--- src/hdl/cdq_pkg.sv ---
// ----------------------------------------------------------------------------
// cdq_pkg: shared types for the circular deque
// Item and result payloads, operation and status codes, cell control word.
// ----------------------------------------------------------------------------
package cdq_pkg;

    localparam int unsigned DataW = 32;
    localparam int unsigned CfgW  = 5;

    typedef enum logic [1:0] {
        OP_PUSH_FRONT = 2'd0,
        OP_PUSH_BACK  = 2'd1,
        OP_POP_FRONT  = 2'd2,
        OP_POP_BACK   = 2'd3
    } t_op;

    typedef enum logic [1:0] {
        ST_DONE       = 2'd0,
        ST_PUSH_FULL  = 2'd1,
        ST_POP_EMPTY  = 2'd2
    } t_status;

    typedef struct packed {
        t_op                      op;
        logic signed [DataW-1:0]  push_value;
    } t_in_item;

    typedef struct packed {
        logic signed [DataW-1:0]  front_value;
        logic signed [DataW-1:0]  back_value;
        logic                     is_empty;
        logic                     is_full;
        t_status                  status;
    } t_out_item;

    // Each cell holds one slot of the front-ordered chain (f) and one slot of
    // the back-ordered chain (r). Shift right moves toward the far end.
    typedef struct packed {
        logic f_shr;
        logic f_shl;
        logic f_wr;
        logic r_shr;
        logic r_shl;
        logic r_wr;
    } t_cell_ctl;

endpackage

--- src/hdl/cdq_cell.sv ---
// ----------------------------------------------------------------------------
// cdq_cell: one slot of the deque chain
// Holds entry i counted from the front and entry i counted from the back;
// shifts with its neighbors or takes the pushed value when selected.
// ----------------------------------------------------------------------------
module cdq_cell (
    input  logic                                i_clk,
    input  cdq_pkg::t_cell_ctl                  i_ctl,
    input  logic                                i_sel,
    input  logic signed [cdq_pkg::DataW-1:0]    i_value,
    input  logic signed [cdq_pkg::DataW-1:0]    i_left_f,
    input  logic signed [cdq_pkg::DataW-1:0]    i_right_f,
    input  logic signed [cdq_pkg::DataW-1:0]    i_left_r,
    input  logic signed [cdq_pkg::DataW-1:0]    i_right_r,
    output logic signed [cdq_pkg::DataW-1:0]    o_f,
    output logic signed [cdq_pkg::DataW-1:0]    o_r
);

    logic signed [cdq_pkg::DataW-1:0] r_f, n_f;
    logic signed [cdq_pkg::DataW-1:0] r_r, n_r;

    always_comb begin
        n_f = r_f;
        if (i_ctl.f_shr) begin
            n_f = i_left_f;
        end else if (i_ctl.f_shl) begin
            n_f = i_right_f;
        end else if (i_ctl.f_wr && i_sel) begin
            n_f = i_value;
        end

        n_r = r_r;
        if (i_ctl.r_shr) begin
            n_r = i_left_r;
        end else if (i_ctl.r_shl) begin
            n_r = i_right_r;
        end else if (i_ctl.r_wr && i_sel) begin
            n_r = i_value;
        end
    end

    always_ff @(posedge i_clk) begin
        r_f <= n_f;
        r_r <= n_r;
    end

    assign o_f = r_f;
    assign o_r = r_r;

endmodule

--- src/hdl/circular_deque.sv ---
// ----------------------------------------------------------------------------
// circular_deque: double-ended queue built as a chain of cells
// Push and pop at either end, with full and empty rejection.
// ----------------------------------------------------------------------------
// Usage:
//   Input channel (i_in_valid / o_in_ready / i_in_item) carries one operation
//   per item. Output channel (o_out_valid / i_out_ready / o_out_item) returns
//   exactly one result per item: front and back values (zero when empty),
//   empty and full flags, and a status code.
//   The result is registered: it is valid the cycle after the item is accepted.
//   Throughput: one item per cycle while the receiver keeps up. Every cell updates
//   in the same cycle; the count, chain and status registers are all an item walks.
//   When the receiver stalls the result is held and o_in_ready drops; a new
//   item is taken in the same cycle the held result is taken.
//   The chain keeps two copies of the contents: one ordered from the front
//   and one from the back, so both ends sit at cell 0.
//   Configuration: i_cfg_we writes capacity_in_use (0 acts as 1, values above
//   DEPTH saturate) and empties the deque; write only while idle.
//   Reset: deque empty, capacity min(16, DEPTH), no result pending. Stored
//   entries are not cleared.
// ----------------------------------------------------------------------------
module circular_deque #(
    parameter int unsigned DEPTH = 16
) (
    input  logic                            i_clk,
    input  logic                            i_rst_n,
    input  logic                            i_cfg_we,
    input  logic [cdq_pkg::CfgW-1:0]        i_cfg_wdata,
    input  logic                            i_in_valid,
    output logic                            o_in_ready,
    input  cdq_pkg::t_in_item               i_in_item,
    output logic                            o_out_valid,
    input  logic                            i_out_ready,
    output cdq_pkg::t_out_item              o_out_item
);

    localparam int unsigned CntW    = $clog2(DEPTH + 1);
    localparam int unsigned CmpW    = (CntW > cdq_pkg::CfgW) ? CntW : cdq_pkg::CfgW;
    localparam int unsigned CapRst  = (DEPTH < 16) ? DEPTH : 16;

    logic [CntW-1:0]        r_count, n_count;
    logic [CntW-1:0]        r_cap, n_cap;
    logic                   r_out_valid;
    cdq_pkg::t_status       r_status, n_status;
    cdq_pkg::t_cell_ctl     w_ctl;
    logic                   w_accept;
    logic                   w_full;
    logic                   w_empty;
    logic [CmpW-1:0]        w_cfg_ext;

    logic signed [cdq_pkg::DataW-1:0] w_f [DEPTH];
    logic signed [cdq_pkg::DataW-1:0] w_r [DEPTH];

    assign o_in_ready = !r_out_valid || i_out_ready;
    assign w_accept   = i_in_valid && o_in_ready;
    assign w_full     = (r_count >= r_cap);
    assign w_empty    = (r_count == '0);
    assign w_cfg_ext  = CmpW'(i_cfg_wdata);

    // Effective capacity of a configuration write
    always_comb begin
        if (w_cfg_ext == '0) begin
            n_cap = CntW'(1);
        end else if (w_cfg_ext > CmpW'(DEPTH)) begin
            n_cap = CntW'(DEPTH);
        end else begin
            n_cap = CntW'(w_cfg_ext);
        end
    end

    always_comb begin
        w_ctl    = '0;
        n_count  = r_count;
        n_status = cdq_pkg::ST_DONE;
        unique case (i_in_item.op)
            cdq_pkg::OP_PUSH_FRONT: begin
                if (w_full) begin
                    n_status = cdq_pkg::ST_PUSH_FULL;
                end else begin
                    w_ctl.f_shr = w_accept;
                    w_ctl.r_wr  = w_accept;
                    n_count     = r_count + CntW'(1);
                end
            end
            cdq_pkg::OP_PUSH_BACK: begin
                if (w_full) begin
                    n_status = cdq_pkg::ST_PUSH_FULL;
                end else begin
                    w_ctl.r_shr = w_accept;
                    w_ctl.f_wr  = w_accept;
                    n_count     = r_count + CntW'(1);
                end
            end
            cdq_pkg::OP_POP_FRONT: begin
                if (w_empty) begin
                    n_status = cdq_pkg::ST_POP_EMPTY;
                end else begin
                    w_ctl.f_shl = w_accept;
                    n_count     = r_count - CntW'(1);
                end
            end
            cdq_pkg::OP_POP_BACK: begin
                if (w_empty) begin
                    n_status = cdq_pkg::ST_POP_EMPTY;
                end else begin
                    w_ctl.r_shl = w_accept;
                    n_count     = r_count - CntW'(1);
                end
            end
            default: begin
                n_status = cdq_pkg::ST_DONE;
            end
        endcase
    end

    generate
        for (genvar gi = 0; gi < DEPTH; gi++) begin : g_cell
            logic signed [cdq_pkg::DataW-1:0] w_left_f, w_left_r;
            logic signed [cdq_pkg::DataW-1:0] w_right_f, w_right_r;

            if (gi == 0) begin : g_head
                assign w_left_f = i_in_item.push_value;
                assign w_left_r = i_in_item.push_value;
            end else begin : g_mid
                assign w_left_f = w_f[gi-1];
                assign w_left_r = w_r[gi-1];
            end

            // Past the tail nothing is ever read, so the last cell refills from input
            if (gi == DEPTH - 1) begin : g_tail
                assign w_right_f = i_in_item.push_value;
                assign w_right_r = i_in_item.push_value;
            end else begin : g_body
                assign w_right_f = w_f[gi+1];
                assign w_right_r = w_r[gi+1];
            end

            cdq_cell u_cell (
                .i_clk      (i_clk),
                .i_ctl      (w_ctl),
                .i_sel      (r_count == CntW'(gi)),
                .i_value    (i_in_item.push_value),
                .i_left_f   (w_left_f),
                .i_right_f  (w_right_f),
                .i_left_r   (w_left_r),
                .i_right_r  (w_right_r),
                .o_f        (w_f[gi]),
                .o_r        (w_r[gi])
            );
        end
    endgenerate

    always_ff @(posedge i_clk) begin
        if (!i_rst_n) begin
            r_count     <= '0;
            r_cap       <= CntW'(CapRst);
            r_out_valid <= 1'b0;
            r_status    <= cdq_pkg::ST_DONE;
        end else begin
            if (i_cfg_we) begin
                r_cap   <= n_cap;
                r_count <= '0;
            end else if (w_accept) begin
                r_count <= n_count;
            end
            if (w_accept) begin
                r_status    <= n_status;
                r_out_valid <= 1'b1;
            end else if (i_out_ready) begin
                r_out_valid <= 1'b0;
            end
        end
    end

    assign o_out_valid             = r_out_valid;
    assign o_out_item.front_value  = w_empty ? '0 : w_f[0];
    assign o_out_item.back_value   = w_empty ? '0 : w_r[0];
    assign o_out_item.is_empty     = w_empty;
    assign o_out_item.is_full      = (r_count == r_cap);
    assign o_out_item.status       = r_status;

    a_count_le_cap: assert property (@(posedge i_clk) disable iff (!i_rst_n)
        r_count <= r_cap)
        else $error("entry count exceeds capacity");

    a_reject_holds: assert property (@(posedge i_clk) disable iff (!i_rst_n)
        (w_accept && !i_cfg_we && n_status != cdq_pkg::ST_DONE)
        |=> (r_count == $past(r_count) && r_status != cdq_pkg::ST_DONE))
        else $error("rejected item changed the count");

    a_count_step: assert property (@(posedge i_clk) disable iff (!i_rst_n)
        (w_accept && !i_cfg_we && n_status == cdq_pkg::ST_DONE)
        |=> (r_count != $past(r_count)))
        else $error("accepted operation left the count unchanged");

    a_empty_zero: assert property (@(posedge i_clk) disable iff (!i_rst_n)
        (o_out_valid && o_out_item.is_empty)
        |-> (o_out_item.front_value == '0 && o_out_item.back_value == '0))
        else $error("empty result carries nonzero values");

endmodule

--- config.mk ---
export PLATFORM = sky130hd
export DESIGN_NAME = circular_deque
export DESIGN_NICKNAME = d
export VERILOG_FILES = /design/src/hdl/cdq_pkg.sv /design/src/hdl/cdq_cell.sv /design/src/hdl/circular_deque.sv
export SDC_FILE = /design/constraint.sdc
export NUM_CORES = 2
export LEC_CHECK = 0
export ABC_AREA = 1
export ABC_CLOCK_PERIOD_IN_PS = 4900
export BUFFER_PORTS_ARGS = -buffer_cell sky130_fd_sc_hd__clkbuf_2
export CORE_ASPECT_RATIO = 1.75
export CORE_MARGIN = 2
export CORE_UTILIZATION = 57
export CTS_CLUSTER_SIZE = 28
export DETAILED_ROUTE_END_ITERATION = 10
export GPL_ROUTABILITY_DRIVEN = 0
export PLACE_DENSITY_LB_ADDON = 0.1
export SLEW_MARGIN = 20
export SYNTH_ARGS = -nofsm -noshare
export SYNTH_HDL_FRONTEND = slang
export SYNTH_SLANG_ARGS = --single-unit
--- constraint.sdc ---
create_clock -name i_clk -period 4.9 [get_ports i_clk]
set_input_delay 0.98 -clock i_clk [delete_from_list [all_inputs] [get_ports i_clk]]
set_output_delay 0.98 -clock i_clk [all_outputs]
set_load 0.02 [all_outputs]
After elaboration in Yosys (flattened, before gate mapping)
Index checks and enable logic that the tools add are counted.
- add/sub/neg operators: 2
- $mul: 0
- divide/modulo/power cells: 0
- magnitude comparators: 2
- eq/ne operators: 21
- shifts and indexed selects: 0
- muxes and demuxes: 115
- bitwise gates (word level): 1
- reduce and logical (&&, ||, !) cells: 75
- operators with widths (cell ; number):
    32-bit two-way mux ; 98
    3-bit nonzero test ; 32
    5-bit by 4-bit equality test with 1-bit output, second input constant ; 8
    1-bit logical AND ; 33
    5-bit by 3-bit equality test with 1-bit output, second input constant ; 4
    5-bit two-way mux ; 4
    5-bit by 2-bit equality test with 1-bit output, second input constant ; 2
    5-bit logical NOT ; 2
    5-bit one-hot mux with 2 select lines ; 1
    1-bit two-way mux ; 8
    2-bit two-way mux ; 3
    2-bit OR reduction ; 3
    5-bit by 1-bit adder with 5-bit output, second input constant ; 1
    5-bit by 1-bit equality test with 1-bit output, second input constant ; 1
    5-bit equality test ; 1
    5-bit >= comparator ; 1
    5-bit > comparator, second input constant ; 1
    5-bit by 1-bit subtractor with 5-bit output, second input constant ; 1
    2-bit equality test, second input constant ; 2
    2-bit != test, second input constant ; 2
    2-bit one-hot mux with 2 select lines ; 1
    3-bit AND reduction ; 1
    2-bit by 1-bit equality test with 1-bit output, second input constant ; 1
    2-bit logical NOT ; 1
    4 further kinds ; 4
- register bits: 1037
- bits in latches: 0
- memory bits (writable): 0
- bits in read-only memories: 0
- bits of input ports: 44
- output and inout port bits: 70
- word-level logic and storage cells: 252
- memories kept: 0

Longest topological paths before layout
- depth in word-level cells: 9
- gate-level depth with buffers: 14

Modules after synthesis
A second synthesis with hierarchy kept.
- cell total of the unflattened synthesis: 8543
- area total of the unflattened synthesis: 62835.3 um^2
- by module, submodules not included (module ; instances ; cells each ; area an instance (um^2) ; seq. area each (um^2)):
    cdq_cell ; 16 ; 516 ; 3831.2 ; 1921.8
    circular_deque ; 1 ; 287 ; 1536.5 ; 260.2

Worst setup path after synthesis
Ideal clock, no wire load.
- path type: input to register
- start point: input port i_out_ready
- end point: register g_cell[10].u_cell.r_f, in the netlist g_cell[10].u_cell.o_f[0], enable pin
- setup time: 0.466 ns
- arrival time: 4.295 ns
- path slack: 0.139 ns
- stages on the path: 10
- buffers on the path: 2
- cells stage by stage: inv_1 -> nand2_2 -> nand2_1 -> nor2_1 -> nand3_2 -> inv_2 -> nand2_2 -> buf_6 -> clkbuf_1 -> o21ai_0
- longest elaborated chain between the ends: 6
- elaborated cells on any way between the ends: 10
- those cells by class: 6 x mux; 4 x reduce/logical
- RTL lines (element ; line ; source):
    from (decl) ; circular_deque.sv:33 ; input logic i_out_ready,
    1-bit logical OR (*) ; circular_deque.sv:54 ; assign o_in_ready = !r_out_valid || i_out_ready;
    net o_in_ready ; circular_deque.sv:30 ; output logic o_in_ready,
    1-bit logical AND (*) ; circular_deque.sv:55 ; assign w_accept = i_in_valid && o_in_ready;
    2-bit two-way mux ; circular_deque.sv:86 ; if (w_full) begin
    2-bit two-way mux ; circular_deque.sv:75 ; unique case (i_in_item.op)
    1-bit logical AND ; cdq_cell.sv:28 ; end else if (i_ctl.f_wr && i_sel) begin
    3-bit nonzero test (no line) (*) ; - ;
    to (signal assigned) ; cdq_cell.sv:43 ; r_f <= n_f;
    to (decl) ; cdq_cell.sv:19 ; logic signed [cdq_pkg::DataW-1:0] r_f, n_f;
The timed path passes the listed nets; every way through them passes the cells marked *.
A chain may end at the register's enable or synchronous reset.

==> flow_metrics.tcl <==
set metrics [dict create \
    skew_ps 33.2 \
    drtAntennaViolNets 0 \
    vias 37900 \
    dp_hpwl_mm 70.9 \
    final_nets 5575 \
    setup_tns_ps 0 \
    dieHeight_um 402 \
    die_area_um2 92800 \
    rsz0062_at_grt "no" \
    reg2reg_to "g_cell[6].u_cell.o_r[12]" \
    finalSetupViolCount 0 \
    drive_gt1_share_pct 6.59 \
    placedCellCount 6599 \
    initialDrtViolationCount 3850 \
    grt-ovfl-total 0 \
    relSlewSlack_pct 31.1 \
    worst_pin_slew_ps 1030 \
    r2r_cells 10 \
    fillers 7711 \
    cp-start-kind "flip-flop" \
    drc 0 \
    holdPathStages 1 \
    syn_nets 5710 \
    fmax_mhz 244 \
    syn-cell-area_um2 51500 \
    cts_resized 0 \
    coreArea_um2 89400 \
    start_util_pct 57.5 \
    dr.pass1.iters 7 \
    final_util_pct 62.2 \
    cts_setup_buffers 0 \
    critical_path.endpoint_type "output pin" \
    final_hold_viol_count 0 \
    yosys.cell_types.count 30 \
    avgViaCountPerCell 5.59 \
    min_period_over_period_pct 83.7 \
    die_w_um 231 \
    clk_latency_ps 700 \
    min_period_ps 4100 \
    yosysSeqAreaShare_pct 60.2 \
    min_to "r_cap[4]" \
    min-delay-path-class "flip-flop to flip-flop" \
    wl_mm 126 \
    layout_common_cells "1414 x o21ai_0, 1174 x nand2_1, 1024 x edfxtp_1" \
    clkSinkCount 1037 \
    synth.avg_cell_area_um2 9.10 \
    cts_tree "yes" \
    ir_worst_vdd_uv 297 \
    clock_path_buffers 3 \
    max-cap-violations 0 \
    cp_max_fo 33 \
    cts_hold_buffers 0 \
    run_status "finished, final reports clean" \
    antenna_found_initial 2 \
    ys_ff_latch 1037 \
    grt_use_total_pct 27.0 \
    reg2reg_from "r_count[0]" \
    grt_pass1_vias 35600 \
    syn_to_final_growth_pct 8.13 \
    fin_cells 6774 \
    wl_per_cell_um 18.6 \
    clock-root-buffer "clkbuf_16" \
    rrSetupSlack_ps 1440 \
    final_common_cell "o21ai_0" \
    arrival_ps 3120 \
    min_from "r_cap[4]" \
    maxSlewViolCount 0 \
    ios 114 \
    io_buffers 113 \
    rows 145 \
    crit_type "flip-flop to output pin" \
    syn-instance-count 5655 \
    powerDensity_nw_per_um2 368 \
    total_leakage_power_nw 24.0 \
    grt_max_degree 257 \
    yosysWarnings 0 \
    clk_pin_slew_ps 60 \
    cts_buffers 95 \
    cp.required_ps 3920 \
    h-tree-depth 3 \
    grt_first_pass_wirelength_mm 196 \
]
-- stage by stage --
step | cell area (um2) | setup slack (ps) | hold slack, ps | power [mW]
after global placement | 52600 | 1310 | 453 | 13.1
after detailed placement | 52600 | 1300 | 466 | 13.2
final | 55700 | 799 | 475 | 20.5
after CTS | 55700 | 783 | 481 | 20.6
after global routing | 55700 | 697 | 502 | 21.2
after floorplan | 51500 | 139 | 432 | 12.4
-- worst max path at each step --
stage,startpoint,to,slack [ps],cells past startpoint
2_1_floorplan,i_out_ready,g_cell[10].u_cell.o_f[0],140,10
4_1_cts,r_count[0],o_out_item[14],780,9
6_report,r_count[0],o_out_item[14],800,9
5_1_grt,r_count[0],o_out_item[14],700,9
3_5_place_dp,i_out_ready,g_cell[5].u_cell.o_r[18],1300,10
3_3_place_gp,i_out_ready,g_cell[5].u_cell.o_r[19],1310,10
-- state kept, by name, indices dropped and copies added, names as in the netlist --
register	flops
r_status	2
r_cap	5
o_out_valid	1
r_count	5
g_cell.u_cell.o_r	512
g_cell.u_cell.o_f	512
-- synthesized netlist by cell type, drive strengths merged --
cell,n,area share [%]
xnor2,1,0.017
nand4,1,0.012
a21oi,8,0.078
o21ai,1895,18
o22ai,3,0.036
buf,272,2.9
a31oi,1,0.012
clkbuf,132,0.97
dfxtp,13,0.51
inv,993,7.2
o21a,1,0.015
nor2,86,0.67
xor2,1,0.017
ha,11,0.27
nand3b,2,0.053
edfxtp,1024,60
nand3,17,0.18
nand2,1194,8.8
-- where the power goes --
| part | internal [mW] | total, mW | switching [mW] |
|---|---|---|---|
| clock network | 4.10 | 7.45 | 3.35 |
| logic | 0.639 | 2.43 | 1.79 |
| registers | 10.5 | 10.6 | 0.118 |
-- worst max-delay path, cell delays in order, from the launching register on --
cell and delay (ps):
dfxtp_1 430, inv_1 180, ha_1 230, inv_1 60, nor2_2 60, nand2_4 190
clkinv_2 300, buf_4 410, nor2_1 330, clkbuf_2 230
-- layout make-up --
cell class                      instances  area [um2]  share of cell area [%]
Antenna cell                            1        2.50                 0.00450
Clock buffer                          115        2490                    4.48
Clock inverter                         59         519                   0.933
Inverter                              993        3730                    6.70
Multi-Input combinational cell       3221       15100                    27.2
Sequential cell                      1037       31000                    55.7
Tap cell                             1176        1470                    2.64
Timing Repair Buffer                  172        1310                    2.35
-- layer usage --
| layer | share of wire [%] | global-route usage (%) | wire [um] | vias up |
|---|---|---|---|---|
| met3 | 5.7 | 3.19 | 7150 | 227 |
| met4 | 3.5 | 10.7 | 4460 | 2 |
| met1 | 42 | 35.8 | 52300 | 18100 |
| met5 | 0.012 | 0 | 15 | - |
| li1 | - | - | - | 18500 |
| met2 | 49 | 45.3 | 62000 | 1082 |
-- logic make-up after synthesis --
logic type      count (synthesis)  synth area share (%)
compound gates               1908                  18.6
fa+ha+maj                      11                 0.267
simple gates                 1300                  9.73
buf+inv                      1397                  11.2
flops                        1037                  60.2
xor+xnor                        2                0.0340
Note: power is estimated with default switching activity, not from simulation.
